## src/rtl/lwt_pkg.sv

```systemverilog
package lwt_pkg;

  // Coordinate width of point columns and rows.
  localparam int COORD_BITS = 12;

  // Register indexes on the configuration port.
  localparam logic [1:0] REG_FRAME_WIDTH   = 2'd0;
  localparam logic [1:0] REG_ROI_HEIGHT    = 2'd1;
  localparam logic [1:0] REG_SIDE_MARGIN   = 2'd2;
  localparam logic [1:0] REG_WARMUP_FRAMES = 2'd3;

  localparam logic [11:0] FRAME_WIDTH_RST   = 12'd640;
  localparam logic [11:0] ROI_HEIGHT_RST    = 12'd160;
  localparam logic [7:0]  SIDE_MARGIN_RST   = 8'd20;
  localparam logic [15:0] WARMUP_FRAMES_RST = 16'd20;

  // Input mode codes.
  localparam logic [1:0] MODE_POINT = 2'd0;
  localparam logic [1:0] MODE_LAST  = 2'd1;
  localparam logic [1:0] MODE_EOF   = 2'd2;
  localparam logic [1:0] MODE_NONE  = 2'd3;

  // Result action codes.
  localparam logic [1:0] ACT_REFIT      = 2'd0;
  localparam logic [1:0] ACT_KEEP_MANY  = 2'd1;
  localparam logic [1:0] ACT_RESET_WIDE = 2'd2;
  localparam logic [1:0] ACT_KEEP_NONE  = 2'd3;

  // Box geometry.
  localparam logic signed [13:0] CENTRE_HALF_SPAN = 14'sd100;
  localparam logic signed [13:0] WIDE_X_INSET     = 14'sd30;
  localparam logic signed [13:0] BOX_Y_TOP        = 14'sd2;
  localparam logic signed [13:0] WIDE_Y_INSET     = 14'sd2;
  localparam logic [7:0]         REFIT_MAX_COUNT  = 8'd4;
  localparam logic [7:0]         COUNT_MAX        = 8'hFF;

  typedef enum logic [1:0] {
    KIND_POINT = 2'd0,
    KIND_LAST  = 2'd1,
    KIND_EOF   = 2'd2
  } lwt_kind_t;

  typedef struct packed {
    logic [11:0] frame_width;
    logic [11:0] roi_height;
    logic [7:0]  side_margin;
    logic [15:0] warmup_frames;
  } lwt_cfg_t;

  typedef struct packed {
    lwt_kind_t   kind;
    logic [11:0] px;
    logic [11:0] py;
    logic        warm;
  } lwt_entry_t;

endpackage

```

## src/rtl/lwt_regs.sv

```systemverilog
module lwt_regs (
  input  logic              clk,
  input  logic              rst_n,
  input  logic              cfg_psel,
  input  logic              cfg_penable,
  input  logic              cfg_pwrite,
  input  logic [3:0]        cfg_paddr,
  input  logic [31:0]       cfg_pwdata,
  output logic [31:0]       cfg_prdata,
  output logic              cfg_pready,
  output lwt_pkg::lwt_cfg_t cfg
);
  import lwt_pkg::*;

  lwt_cfg_t   cfg_r;
  logic       wr_en;
  logic [1:0] reg_idx;

  assign cfg_pready = 1'b1;
  assign wr_en      = cfg_psel && cfg_penable && cfg_pwrite;
  assign reg_idx    = cfg_paddr[3:2];
  assign cfg        = cfg_r;

  always_ff @(posedge clk) begin
    if (!rst_n) begin
      cfg_r.frame_width   <= FRAME_WIDTH_RST;
      cfg_r.roi_height    <= ROI_HEIGHT_RST;
      cfg_r.side_margin   <= SIDE_MARGIN_RST;
      cfg_r.warmup_frames <= WARMUP_FRAMES_RST;
    end else if (wr_en) begin
      unique case (reg_idx)
        REG_FRAME_WIDTH:   cfg_r.frame_width   <= cfg_pwdata[11:0];
        REG_ROI_HEIGHT:    cfg_r.roi_height    <= cfg_pwdata[11:0];
        REG_SIDE_MARGIN:   cfg_r.side_margin   <= cfg_pwdata[7:0];
        REG_WARMUP_FRAMES: cfg_r.warmup_frames <= cfg_pwdata[15:0];
        default: ;
      endcase
    end
  end

  always_comb begin
    unique case (reg_idx)
      REG_FRAME_WIDTH:   cfg_prdata = {20'd0, cfg_r.frame_width};
      REG_ROI_HEIGHT:    cfg_prdata = {20'd0, cfg_r.roi_height};
      REG_SIDE_MARGIN:   cfg_prdata = {24'd0, cfg_r.side_margin};
      REG_WARMUP_FRAMES: cfg_prdata = {16'd0, cfg_r.warmup_frames};
      default:           cfg_prdata = 32'd0;
    endcase
  end

endmodule

```

## src/rtl/lwt_front.sv

```systemverilog
module lwt_front (
  input  logic                in_tvalid,
  output logic                in_tready,
  input  logic [1:0]          in_tuser,
  input  logic [39:0]         in_tdata,
  input  lwt_pkg::lwt_cfg_t   cfg,
  input  logic                q_full,
  output logic                q_push,
  output lwt_pkg::lwt_entry_t q_entry
);
  import lwt_pkg::*;

  logic        accept;
  logic        keep;
  logic [15:0] frame_index;

  assign in_tready   = !q_full;
  assign accept      = in_tvalid && in_tready;
  assign frame_index = in_tdata[39:24];

  always_comb begin
    keep         = 1'b1;
    q_entry.kind = KIND_POINT;
    unique case (in_tuser)
      MODE_POINT: q_entry.kind = KIND_POINT;
      MODE_LAST:  q_entry.kind = KIND_LAST;
      MODE_EOF:   q_entry.kind = KIND_EOF;
      MODE_NONE:  keep = 1'b0;
      default:    keep = 1'b0;
    endcase
    q_entry.px   = in_tdata[11:0];
    q_entry.py   = in_tdata[23:12];
    // Warm-up per item; keep configuration stable while items are in flight (not enforced here).
    q_entry.warm = frame_index <= cfg.warmup_frames;
  end

  // Items with the unused mode code are taken and discarded here.
  assign q_push = accept && keep;

endmodule

```

## src/rtl/lwt_queue.sv

```systemverilog
module lwt_queue #(
  parameter int WIDTH = 8,
  parameter int DEPTH = 4
) (
  input  logic             clk,
  input  logic             rst_n,
  input  logic             push,
  input  logic [WIDTH-1:0] wdata,
  input  logic             pop,
  output logic [WIDTH-1:0] rdata,
  output logic             valid,
  output logic             full
);
  localparam int PW = (DEPTH > 1) ? $clog2(DEPTH) : 1;
  localparam int CW = $clog2(DEPTH + 1);
  localparam logic [PW-1:0] LAST_PTR = PW'(DEPTH - 1);
  localparam logic [CW-1:0] FULL_CNT = CW'(DEPTH);

  logic [WIDTH-1:0] mem_r [DEPTH];
  logic [PW-1:0]    wr_ptr_r, wr_ptr_nxt;
  logic [PW-1:0]    rd_ptr_r, rd_ptr_nxt;
  logic [CW-1:0]    count_r, count_nxt;
  logic             do_push, do_pop;

  assign valid   = count_r != '0;
  assign full    = count_r == FULL_CNT;
  assign do_push = push && !full;
  assign do_pop  = pop && valid;
  assign rdata   = mem_r[rd_ptr_r];

  always_comb begin
    wr_ptr_nxt = wr_ptr_r;
    rd_ptr_nxt = rd_ptr_r;
    count_nxt  = count_r;
    if (do_push) begin
      wr_ptr_nxt = (wr_ptr_r == LAST_PTR) ? '0 : wr_ptr_r + 1'b1;
    end
    if (do_pop) begin
      rd_ptr_nxt = (rd_ptr_r == LAST_PTR) ? '0 : rd_ptr_r + 1'b1;
    end
    if (do_push && !do_pop) begin
      count_nxt = count_r + 1'b1;
    end else if (do_pop && !do_push) begin
      count_nxt = count_r - 1'b1;
    end
  end

  always_ff @(posedge clk) begin
    if (!rst_n) begin
      wr_ptr_r <= '0;
      rd_ptr_r <= '0;
      count_r  <= '0;
    end else begin
      wr_ptr_r <= wr_ptr_nxt;
      rd_ptr_r <= rd_ptr_nxt;
      count_r  <= count_nxt;
    end
  end

  always_ff @(posedge clk) begin
    if (do_push) begin
      mem_r[wr_ptr_r] <= wdata;
    end
  end

endmodule

```

## src/rtl/lwt_back.sv

```systemverilog
module lwt_back (
  input  logic                clk,
  input  logic                rst_n,
  input  lwt_pkg::lwt_cfg_t   cfg,
  input  logic                q_valid,
  input  lwt_pkg::lwt_entry_t q_entry,
  output logic                q_pop,
  output logic                out_tvalid,
  input  logic                out_tready,
  output logic [1:0]          out_tuser,
  output logic [63:0]         out_tdata
);
  import lwt_pkg::*;

  typedef logic [COORD_BITS-1:0] coord_t;
  localparam coord_t COORD_ONES = '1;

  // Window and tracking state.
  logic signed [13:0] wx_min_r, wx_max_r, wy_min_r, wy_max_r;
  logic signed [13:0] wx_min_nxt, wx_max_nxt, wy_min_nxt, wy_max_nxt;
  logic               inside_r, inside_nxt;
  coord_t             cmin_r, cmin_nxt, cmax_r, cmax_nxt;
  coord_t             fmin_r, fmin_nxt, fmax_r, fmax_nxt;
  logic [7:0]         acc_r, acc_nxt, cnt_r, cnt_nxt;

  // Output register.
  logic               out_valid_r;
  logic signed [13:0] o_l_r, o_r_r, o_t_r, o_b_r;
  logic [7:0]         o_acc_r;
  logic [1:0]         o_act_r;

  logic               out_free, is_eof, is_pt, do_eof;
  coord_t             px, py;
  coord_t             cmin_pt, cmax_pt;
  logic               in_box, inside_pt;
  logic signed [14:0] px_s, py_s;
  logic signed [13:0] half_s, fw_s, rh_s, wide_x_r, wide_y_b;
  logic signed [13:0] c_l, c_r, c_t, c_b;
  logic signed [13:0] w_l, w_r, w_t, w_b;
  logic signed [13:0] t_l, t_r, t_t, t_b;
  logic signed [13:0] n_l, n_r, n_t, n_b;
  logic signed [13:0] margin_s;
  logic [1:0]         n_act;

  assign out_free = !out_valid_r || out_tready;
  assign is_eof   = q_entry.kind == KIND_EOF;
  assign q_pop    = q_valid && (!is_eof || out_free);
  assign is_pt    = q_pop && !is_eof;
  assign do_eof   = q_pop && is_eof;

  assign px   = COORD_BITS'(q_entry.px);
  assign py   = COORD_BITS'(q_entry.py);
  assign px_s = signed'(15'(px));
  assign py_s = signed'(15'(py));

  // Centred and wide boxes follow the configuration.
  assign half_s   = signed'({3'b000, cfg.frame_width[11:1]});
  assign fw_s     = signed'({2'b00, cfg.frame_width});
  assign rh_s     = signed'({2'b00, cfg.roi_height});
  assign c_l      = half_s - CENTRE_HALF_SPAN;
  assign c_r      = half_s + CENTRE_HALF_SPAN;
  assign c_t      = (rh_s < BOX_Y_TOP) ? rh_s : BOX_Y_TOP;
  assign c_b      = (rh_s < BOX_Y_TOP) ? BOX_Y_TOP : rh_s;
  assign wide_x_r = fw_s - WIDE_X_INSET;
  assign wide_y_b = rh_s - WIDE_Y_INSET;
  assign w_l      = (wide_x_r < WIDE_X_INSET) ? wide_x_r : WIDE_X_INSET;
  assign w_r      = (wide_x_r < WIDE_X_INSET) ? WIDE_X_INSET : wide_x_r;
  assign w_t      = (wide_y_b < BOX_Y_TOP) ? wide_y_b : BOX_Y_TOP;
  assign w_b      = (wide_y_b < BOX_Y_TOP) ? BOX_Y_TOP : wide_y_b;

  // The window this item is tested against.
  assign t_l = q_entry.warm ? c_l : wx_min_r;
  assign t_r = q_entry.warm ? c_r : wx_max_r;
  assign t_t = q_entry.warm ? c_t : wy_min_r;
  assign t_b = q_entry.warm ? c_b : wy_max_r;

  assign in_box = (px_s >= 15'(t_l)) && (px_s <= 15'(t_r)) &&
                  (py_s >= 15'(t_t)) && (py_s <= 15'(t_b));
  assign inside_pt = inside_r && in_box;
  assign cmin_pt   = (px < cmin_r) ? px : cmin_r;
  assign cmax_pt   = (px > cmax_r) ? px : cmax_r;
  assign margin_s  = signed'({6'd0, cfg.side_margin});

  // End-of-frame decision; sums wrap to 14 bits.
  always_comb begin
    n_l   = t_l;
    n_r   = t_r;
    n_t   = t_t;
    n_b   = t_b;
    n_act = ACT_KEEP_NONE;
    priority if (acc_r != 8'd0 && (q_entry.warm || acc_r <= REFIT_MAX_COUNT)) begin
      n_l   = signed'(14'(fmin_r)) - margin_s;
      n_r   = signed'(14'(fmax_r)) + margin_s;
      n_act = ACT_REFIT;
    end else if (q_entry.warm || cnt_r == 8'd0) begin
      n_act = ACT_KEEP_NONE;
    end else if (acc_r > REFIT_MAX_COUNT) begin
      n_act = ACT_KEEP_MANY;
    end else begin
      n_l   = w_l;
      n_r   = w_r;
      n_t   = w_t;
      n_b   = w_b;
      n_act = ACT_RESET_WIDE;
    end
  end

  always_comb begin
    wx_min_nxt = wx_min_r;
    wx_max_nxt = wx_max_r;
    wy_min_nxt = wy_min_r;
    wy_max_nxt = wy_max_r;
    inside_nxt = inside_r;
    cmin_nxt   = cmin_r;
    cmax_nxt   = cmax_r;
    fmin_nxt   = fmin_r;
    fmax_nxt   = fmax_r;
    acc_nxt    = acc_r;
    cnt_nxt    = cnt_r;
    if (is_pt) begin
      if (q_entry.kind == KIND_LAST) begin
        cnt_nxt = (cnt_r == COUNT_MAX) ? cnt_r : cnt_r + 8'd1;
        if (inside_pt) begin
          acc_nxt  = (acc_r == COUNT_MAX) ? acc_r : acc_r + 8'd1;
          fmin_nxt = (cmin_pt < fmin_r) ? cmin_pt : fmin_r;
          fmax_nxt = (cmax_pt > fmax_r) ? cmax_pt : fmax_r;
        end
        inside_nxt = 1'b1;
        cmin_nxt   = COORD_ONES;
        cmax_nxt   = '0;
      end else begin
        inside_nxt = inside_pt;
        cmin_nxt   = cmin_pt;
        cmax_nxt   = cmax_pt;
      end
    end else if (do_eof) begin
      // An unfinished contour is dropped along with the frame totals.
      wx_min_nxt = n_l;
      wx_max_nxt = n_r;
      wy_min_nxt = n_t;
      wy_max_nxt = n_b;
      inside_nxt = 1'b1;
      cmin_nxt   = COORD_ONES;
      cmax_nxt   = '0;
      fmin_nxt   = COORD_ONES;
      fmax_nxt   = '0;
      acc_nxt    = '0;
      cnt_nxt    = '0;
    end
  end

  always_ff @(posedge clk) begin
    if (!rst_n) begin
      wx_min_r    <= '0;
      wx_max_r    <= '0;
      wy_min_r    <= '0;
      wy_max_r    <= '0;
      inside_r    <= 1'b1;
      cmin_r      <= COORD_ONES;
      cmax_r      <= '0;
      fmin_r      <= COORD_ONES;
      fmax_r      <= '0;
      acc_r       <= '0;
      cnt_r       <= '0;
      out_valid_r <= 1'b0;
    end else begin
      wx_min_r <= wx_min_nxt;
      wx_max_r <= wx_max_nxt;
      wy_min_r <= wy_min_nxt;
      wy_max_r <= wy_max_nxt;
      inside_r <= inside_nxt;
      cmin_r   <= cmin_nxt;
      cmax_r   <= cmax_nxt;
      fmin_r   <= fmin_nxt;
      fmax_r   <= fmax_nxt;
      acc_r    <= acc_nxt;
      cnt_r    <= cnt_nxt;
      if (do_eof) begin
        out_valid_r <= 1'b1;
      end else if (out_tready) begin
        out_valid_r <= 1'b0;
      end
    end
  end

  always_ff @(posedge clk) begin
    if (do_eof) begin
      o_l_r   <= n_l;
      o_r_r   <= n_r;
      o_t_r   <= n_t;
      o_b_r   <= n_b;
      o_acc_r <= acc_r;
      o_act_r <= n_act;
    end
  end

  assign out_tvalid = out_valid_r;
  assign out_tuser  = o_act_r;
  assign out_tdata  = {o_acc_r, o_b_r, o_t_r, o_r_r, o_l_r};

endmodule

```

## src/rtl/lane_window_tracker_unit.sv

```systemverilog
// Lane window tracker. Contour points stream in one item per cycle and are tested
// against the current search window; at each end-of-frame item the window is refit,
// kept or reset and one result item reports the new window, the accepted contour
// count and the action taken. The block sustains one item per clock as long as
// results are taken. An end-of-frame item waits at the head of the input queue
// while the previous result still sits unclaimed in the output register; items
// behind it fill the queue and then hold in_tready low.
// An accepted end-of-frame item is registered in the input queue and then in the output
// register that drives out_tvalid.
module lane_window_tracker_unit #(
  parameter int QUEUE_DEPTH = 4
) (
  input  logic        clk,
  input  logic        rst_n,
  input  logic        in_tvalid,
  output logic        in_tready,
  input  logic [1:0]  in_tuser,    // mode
  input  logic [39:0] in_tdata,    // point_x[11:0], point_y[23:12], frame_index[39:24]
  output logic        out_tvalid,
  input  logic        out_tready,
  output logic [1:0]  out_tuser,   // action
  output logic [63:0] out_tdata,   // win_left[13:0], win_right[27:14], win_top[41:28],
                                   // win_bottom[55:42], accepted_contours[63:56]
  input  logic        cfg_psel,
  input  logic        cfg_penable,
  input  logic        cfg_pwrite,
  input  logic [3:0]  cfg_paddr,
  input  logic [31:0] cfg_pwdata,
  output logic [31:0] cfg_prdata,
  output logic        cfg_pready
);
  import lwt_pkg::*;

  localparam int EW = $bits(lwt_entry_t);

  lwt_cfg_t         cfg;
  lwt_entry_t       push_entry, pop_entry;
  logic             q_push, q_pop, q_valid, q_full;
  logic [EW-1:0]    q_rdata;

  lwt_regs u_regs (
    .clk         (clk),
    .rst_n       (rst_n),
    .cfg_psel    (cfg_psel),
    .cfg_penable (cfg_penable),
    .cfg_pwrite  (cfg_pwrite),
    .cfg_paddr   (cfg_paddr),
    .cfg_pwdata  (cfg_pwdata),
    .cfg_prdata  (cfg_prdata),
    .cfg_pready  (cfg_pready),
    .cfg         (cfg)
  );

  lwt_front u_front (
    .in_tvalid (in_tvalid),
    .in_tready (in_tready),
    .in_tuser  (in_tuser),
    .in_tdata  (in_tdata),
    .cfg       (cfg),
    .q_full    (q_full),
    .q_push    (q_push),
    .q_entry   (push_entry)
  );

  lwt_queue #(
    .WIDTH (EW),
    .DEPTH (QUEUE_DEPTH)
  ) u_queue (
    .clk   (clk),
    .rst_n (rst_n),
    .push  (q_push),
    .wdata (push_entry),
    .pop   (q_pop),
    .rdata (q_rdata),
    .valid (q_valid),
    .full  (q_full)
  );

  assign pop_entry = q_rdata;

  lwt_back u_back (
    .clk        (clk),
    .rst_n      (rst_n),
    .cfg        (cfg),
    .q_valid    (q_valid),
    .q_entry    (pop_entry),
    .q_pop      (q_pop),
    .out_tvalid (out_tvalid),
    .out_tready (out_tready),
    .out_tuser  (out_tuser),
    .out_tdata  (out_tdata)
  );

endmodule

```

## config.mk

```make
export PLATFORM = sky130hd
export DESIGN_NAME = lane_window_tracker_unit
export DESIGN_NICKNAME = d
export VERILOG_FILES = /design/src/rtl/lwt_pkg.sv /design/src/rtl/lwt_regs.sv /design/src/rtl/lwt_front.sv /design/src/rtl/lwt_queue.sv /design/src/rtl/lwt_back.sv /design/src/rtl/lane_window_tracker_unit.sv
export SDC_FILE = /design/constraint.sdc
export NUM_CORES = 1
export LEC_CHECK = 0
export ABC_AREA = 0
export CAP_MARGIN = 20
export CORE_MARGIN = 4
export CORE_UTILIZATION = 55
export DETAILED_ROUTE_END_ITERATION = 16
export DONT_BUFFER_PORTS = 1
export GPL_TIMING_DRIVEN = 0
export MAX_ROUTING_LAYER = met4
export PLACE_DENSITY = 0.73
export SYNTH_ARGS = -nofsm -noshare
export SYNTH_HDL_FRONTEND = slang
export SYNTH_SLANG_ARGS = --single-unit
```

## constraint.sdc

```tcl
create_clock -name clk -period 14.4 [get_ports clk]
set_clock_uncertainty 0.1 [all_clocks]
set_input_delay 4.32 -clock clk [delete_from_list [all_inputs] [get_ports clk]]
set_output_delay 4.32 -clock clk [all_outputs]
set_load 0.05 [all_outputs]
```

==> Implementation_results.wiki <==
{| class="wikitable"
! Metric !! Value
|-
| Worst Hold Launch || u_back.wx_max_r[4]$_SDFFE_PN0P_
|-
| Leading cell types by total area after synthesis || edfxtp_1, dfxtp_1, ha_1, nand2_1, a21oi_1
|-
| Number of gates resized after cts || 0
|-
| Number of setup buffers added after CTS || 0
|-
| Category of the worst setup path launch point || input port
|-
| Hold-fix buffers, CTS || 0
|-
| Worst reg2reg path endpoint || u_back.fmax_r[4]$_SDFFE_PN0P_
|-
| Placement row count || between 60 and 70
|-
| Worst Setup End Kind || output port
|-
| Detailed placement HPWL || roughly 44 mm
|-
| Share of cells above drive strength 1 || 0.0849
|-
| Register bit count reported by yosys || between 300 and 400
|-
| Dpl cells || about 2300
|-
| Cell type with the highest occurrence count on the critical path || clkbuf_1
|-
| Count of antenna diodes in the layout || 0
|-
| Synth area leader || edfxtp_1
|-
| Netlist Area Pre-Place || 18800 um2
|-
| Crit-path max cell delay || ~0.94 ns
|-
| Normalized max-slew margin || 0.241
|-
| Setup TNS after final layout || 0 ns
|-
| Critical path data required time || ~10 ns
|-
| H-tree depth || 2
|-
| Most used standard cells in the synthesized netlist || nand2_1, dfxtp_1, edfxtp_1
|-
| Number of sinks handled by clock tree synthesis || 353
|-
| Number of buffers on the longest clock path || 3
|-
| Cts bufs inserted || 38
|-
| R2r worst-path depth || 21
|-
| Number of antenna violations at the first check in global routing || 0
|-
| Unrepaired setup endpoints after global routing || false
|-
| Vias after detailed routing || 14900
|-
| Pre-CTS WS || approximately 3.5 ns
|-
| Register clock-pin slew on the reported worst setup and hold paths || 0.06 ns
|-
| Flop2flop setup slack || around 7.9 ns
|-
| Wire length of the first global-routing pass || between 80 and 90 mm
|-
| Worst path slowest cell || o22ai_1
|-
| Number of warnings reported in the yosys synthesis log || 0
|-
| Number of vias per cell || 6.24
|-
| Final RePlAce weighted congestion || 1.08
|-
| DRT Wirelength || approximately 57 mm
|-
| Hold slack || approximately 0.36 ns
|-
| Combined buffer and inverter count along the critical path || 2
|-
| Overall power of the completed layout || around 4.3 mW
|-
| Arr. time, crit path || approximately 6.6 ns
|-
| Hold path endpoint || u_back.wx_max_r[4]$_SDFFE_PN0P_
|-
| Fin nets || about 2100
|-
| Number of max-cap violations || 0
|-
| Later-pin clock latency in the skew report || 0.55 ns
|-
| Core Region || about 34000 um2
|-
| Die outline area || between 30000 and 40000 um2
|-
| Status || finished clean
|-
| Vertical extent of the die || between 150 and 200 um
|-
| Cells after synthesis || approximately 1900
|-
| Cell with the most instances after synthesis || nand2_1
|-
| Period minus WS final || between 10 and 15 ns
|-
| Worst setup slack after layout || approximately 3.4 ns
|-
| Starting density of the core || 0.558
|-
| Post-synthesis cell type count || 80
|-
| Gr ovfl total || 0
|-
| Final setup violating endpoints || 0
|-
| Worst hold path type || register to register
|-
| Final Hold Viols || 0
|-
| Largest net degree at the start of global routing || 46
|-
| Areal power density over the cells || 208 nW/um2
|-
| Worst-path cell chain || clkbuf_1 -> clkbuf_1 -> mux2i_1 -> o22ai_1
|-
| Detail-routed net length per standard cell || about 24 um
|-
| Maximum frequency from static timing analysis || just over 0.09 GHz
|-
| Clock tree from TritonCTS || yes
|-
| Number of cells on the worst hold path || 2
|-
| Max FO, Critical Path || 10
|-
| Global Route Usage Sum || 0.315
|-
| Number of enable-type register cells in the synthesized netlist || 174
|-
| Number of optimization iterations in the first detailed-route pass || 6
|-
| Number of input and output port buffers inserted || 0
|-
| Leak pwr || about 8.1 nW
|-
| DRC viols || 0
|-
| Period utilisation layout || 0.762
|-
| Share of synthesized registers carrying an async set or reset || 0
|-
| Width of the chip || a little under 200 um
|-
| Area share of the largest cell type after synthesis || 0.278
|-
| Iteration-0 DRC count of the detailed router || about 1500
|-
| Synth-to-layout area growth || 10.4%
|-
| Number of I/O pins || between 150 and 200
|-
| Max Transition Viols Final || 0
|-
| Transition time of the tightest slew-check pin || 1.16 ns
|-
| Number of routed nets with antenna violations || 0
|-
| Final std cells w/o fill || approximately 2400
|-
| Clk root buf || clkbuf_16
|-
| Path type of the worst setup path || input port to output port
|-
| Top FF cell, synth || dfxtp_1
|-
| Syn avg cell area || 10.1 um2
|-
| Proportion of synthesized chip area in sequential cells || 0.469
|-
| Family with the most delay on the worst path || buffers and inverters
|-
| Via count of the first global-routing pass || 14300
|-
| Largest voltage drop on the vdd net || around 0.13 mV
|}
[cells in the final DEF, fill, tap and decap left out, types with 24 or more instances in the layout]
master,netlist,layout
a21o_1,24,24
a21oi_1,143,143
clkbuf_1,60,71
clkbuf_16,0,40
dfxtp_1,179,179
edfxtp_1,174,174
ha_1,144,144
inv_1,131,131
mux2i_1,49,49
mux4_2,31,31
nand2_1,226,226
nand3_1,35,35
nand4_1,25,25
nor2_1,135,135
nor3_1,34,34
o21ai_0,66,66
o22ai_1,32,32
xnor2_1,28,28
[cells by family (layout without fill, tap and decap cells)]
kind of cell               after synthesis  count (layout)  synth area share
adders and majority gates              147             147            0.0992
AOI/OAI and AO/OA                      417             417             0.144
muxes                                   97              97            0.0767
xor gates and xnor gates                48              48            0.0224
other                                    2              17          0.000400
DFF                                    353             353             0.469
buffers and inverters                  240             314            0.0533
and+or+nand+nor                        551             551             0.134
[metrics by stage]
stage | area [um2] | util
after floorplan | 18800 | -
after CTS | 20700 | 0.616
after global routing | 20700 | 0.616
after detailed placement | 19500 | 0.579
after global placement | 19400 | 0.577
final | 20700 | 0.616
[worst register-to-register path: stages, from the launching register on]
cell     delay, ns
dfxtp_1       0.33
buf_6         0.17
buf_1         0.63
mux4_2        0.78
ha_1          0.37
a21o_1        0.11
a21o_1        0.10
a21oi_1       0.07
or2_2         0.27
a31oi_1       0.36
buf_2         0.38
mux2i_1       0.39
inv_1         0.08
ha_1          0.31
nand4_1       0.11
or2_2         0.32
a21oi_1       0.13
o22ai_1       0.17
nor4_1        0.55
nand3_1       0.25
buf_2         0.26
o32ai_1       0.16
[flip-flops by register name, summed over array words and instances (netlist names), 14 cells and up, named ones only]
register,count
u_queue.mem_r,108
u_regs.cfg,48
u_back.o_b_r,14
u_back.o_l_r,14
u_back.o_r_r,14
u_back.o_t_r,14
u_back.wx_max_r,14
u_back.wx_min_r,14
u_back.wy_max_r,14
u_back.wy_min_r,14
[routing by layer]
metal	part of all wire	track usage
met5	0	-
met3	0.11	0.0738
met2	0.43	0.463
met1	0.42	0.439
met4	0.032	0.0930
[power breakdown]
| part | switching, mW | internal (mW) |
|---|---|---|
| logic | 1.14 | 0.639 |
| clock network | 0.413 | 0.589 |
| registers | 0.277 | 1.26 |
[final cells by class]
class	count	area, um2
Clock inverter	18	218
Multi-Input combinational cell	1277	9020
Buffer	106	498
Inverter	134	503
Sequential cell	353	8810
Fill cell	2744	12900
Tap cell	448	561
Timing Repair Buffer	4	70.1
Clock buffer	52	1050
[worst max-delay path by stage]
| stage | start | to | slack, ns | cells after the start |
|---|---|---|---|---|
| after detailed placement | cfg_paddr[2] | cfg_prdata[8] | 3.50 | 4 |
| final | cfg_paddr[2] | cfg_prdata[8] | 3.42 | 4 |
| after floorplan | cfg_paddr[2] | cfg_prdata[10] | 3.91 | 4 |
| after CTS | cfg_paddr[2] | cfg_prdata[8] | 3.48 | 4 |
| after global placement | cfg_paddr[2] | cfg_prdata[8] | 3.50 | 4 |
| after global routing | cfg_paddr[2] | cfg_prdata[8] | 3.31 | 4 |
Power figures use the tool's default switching activity.
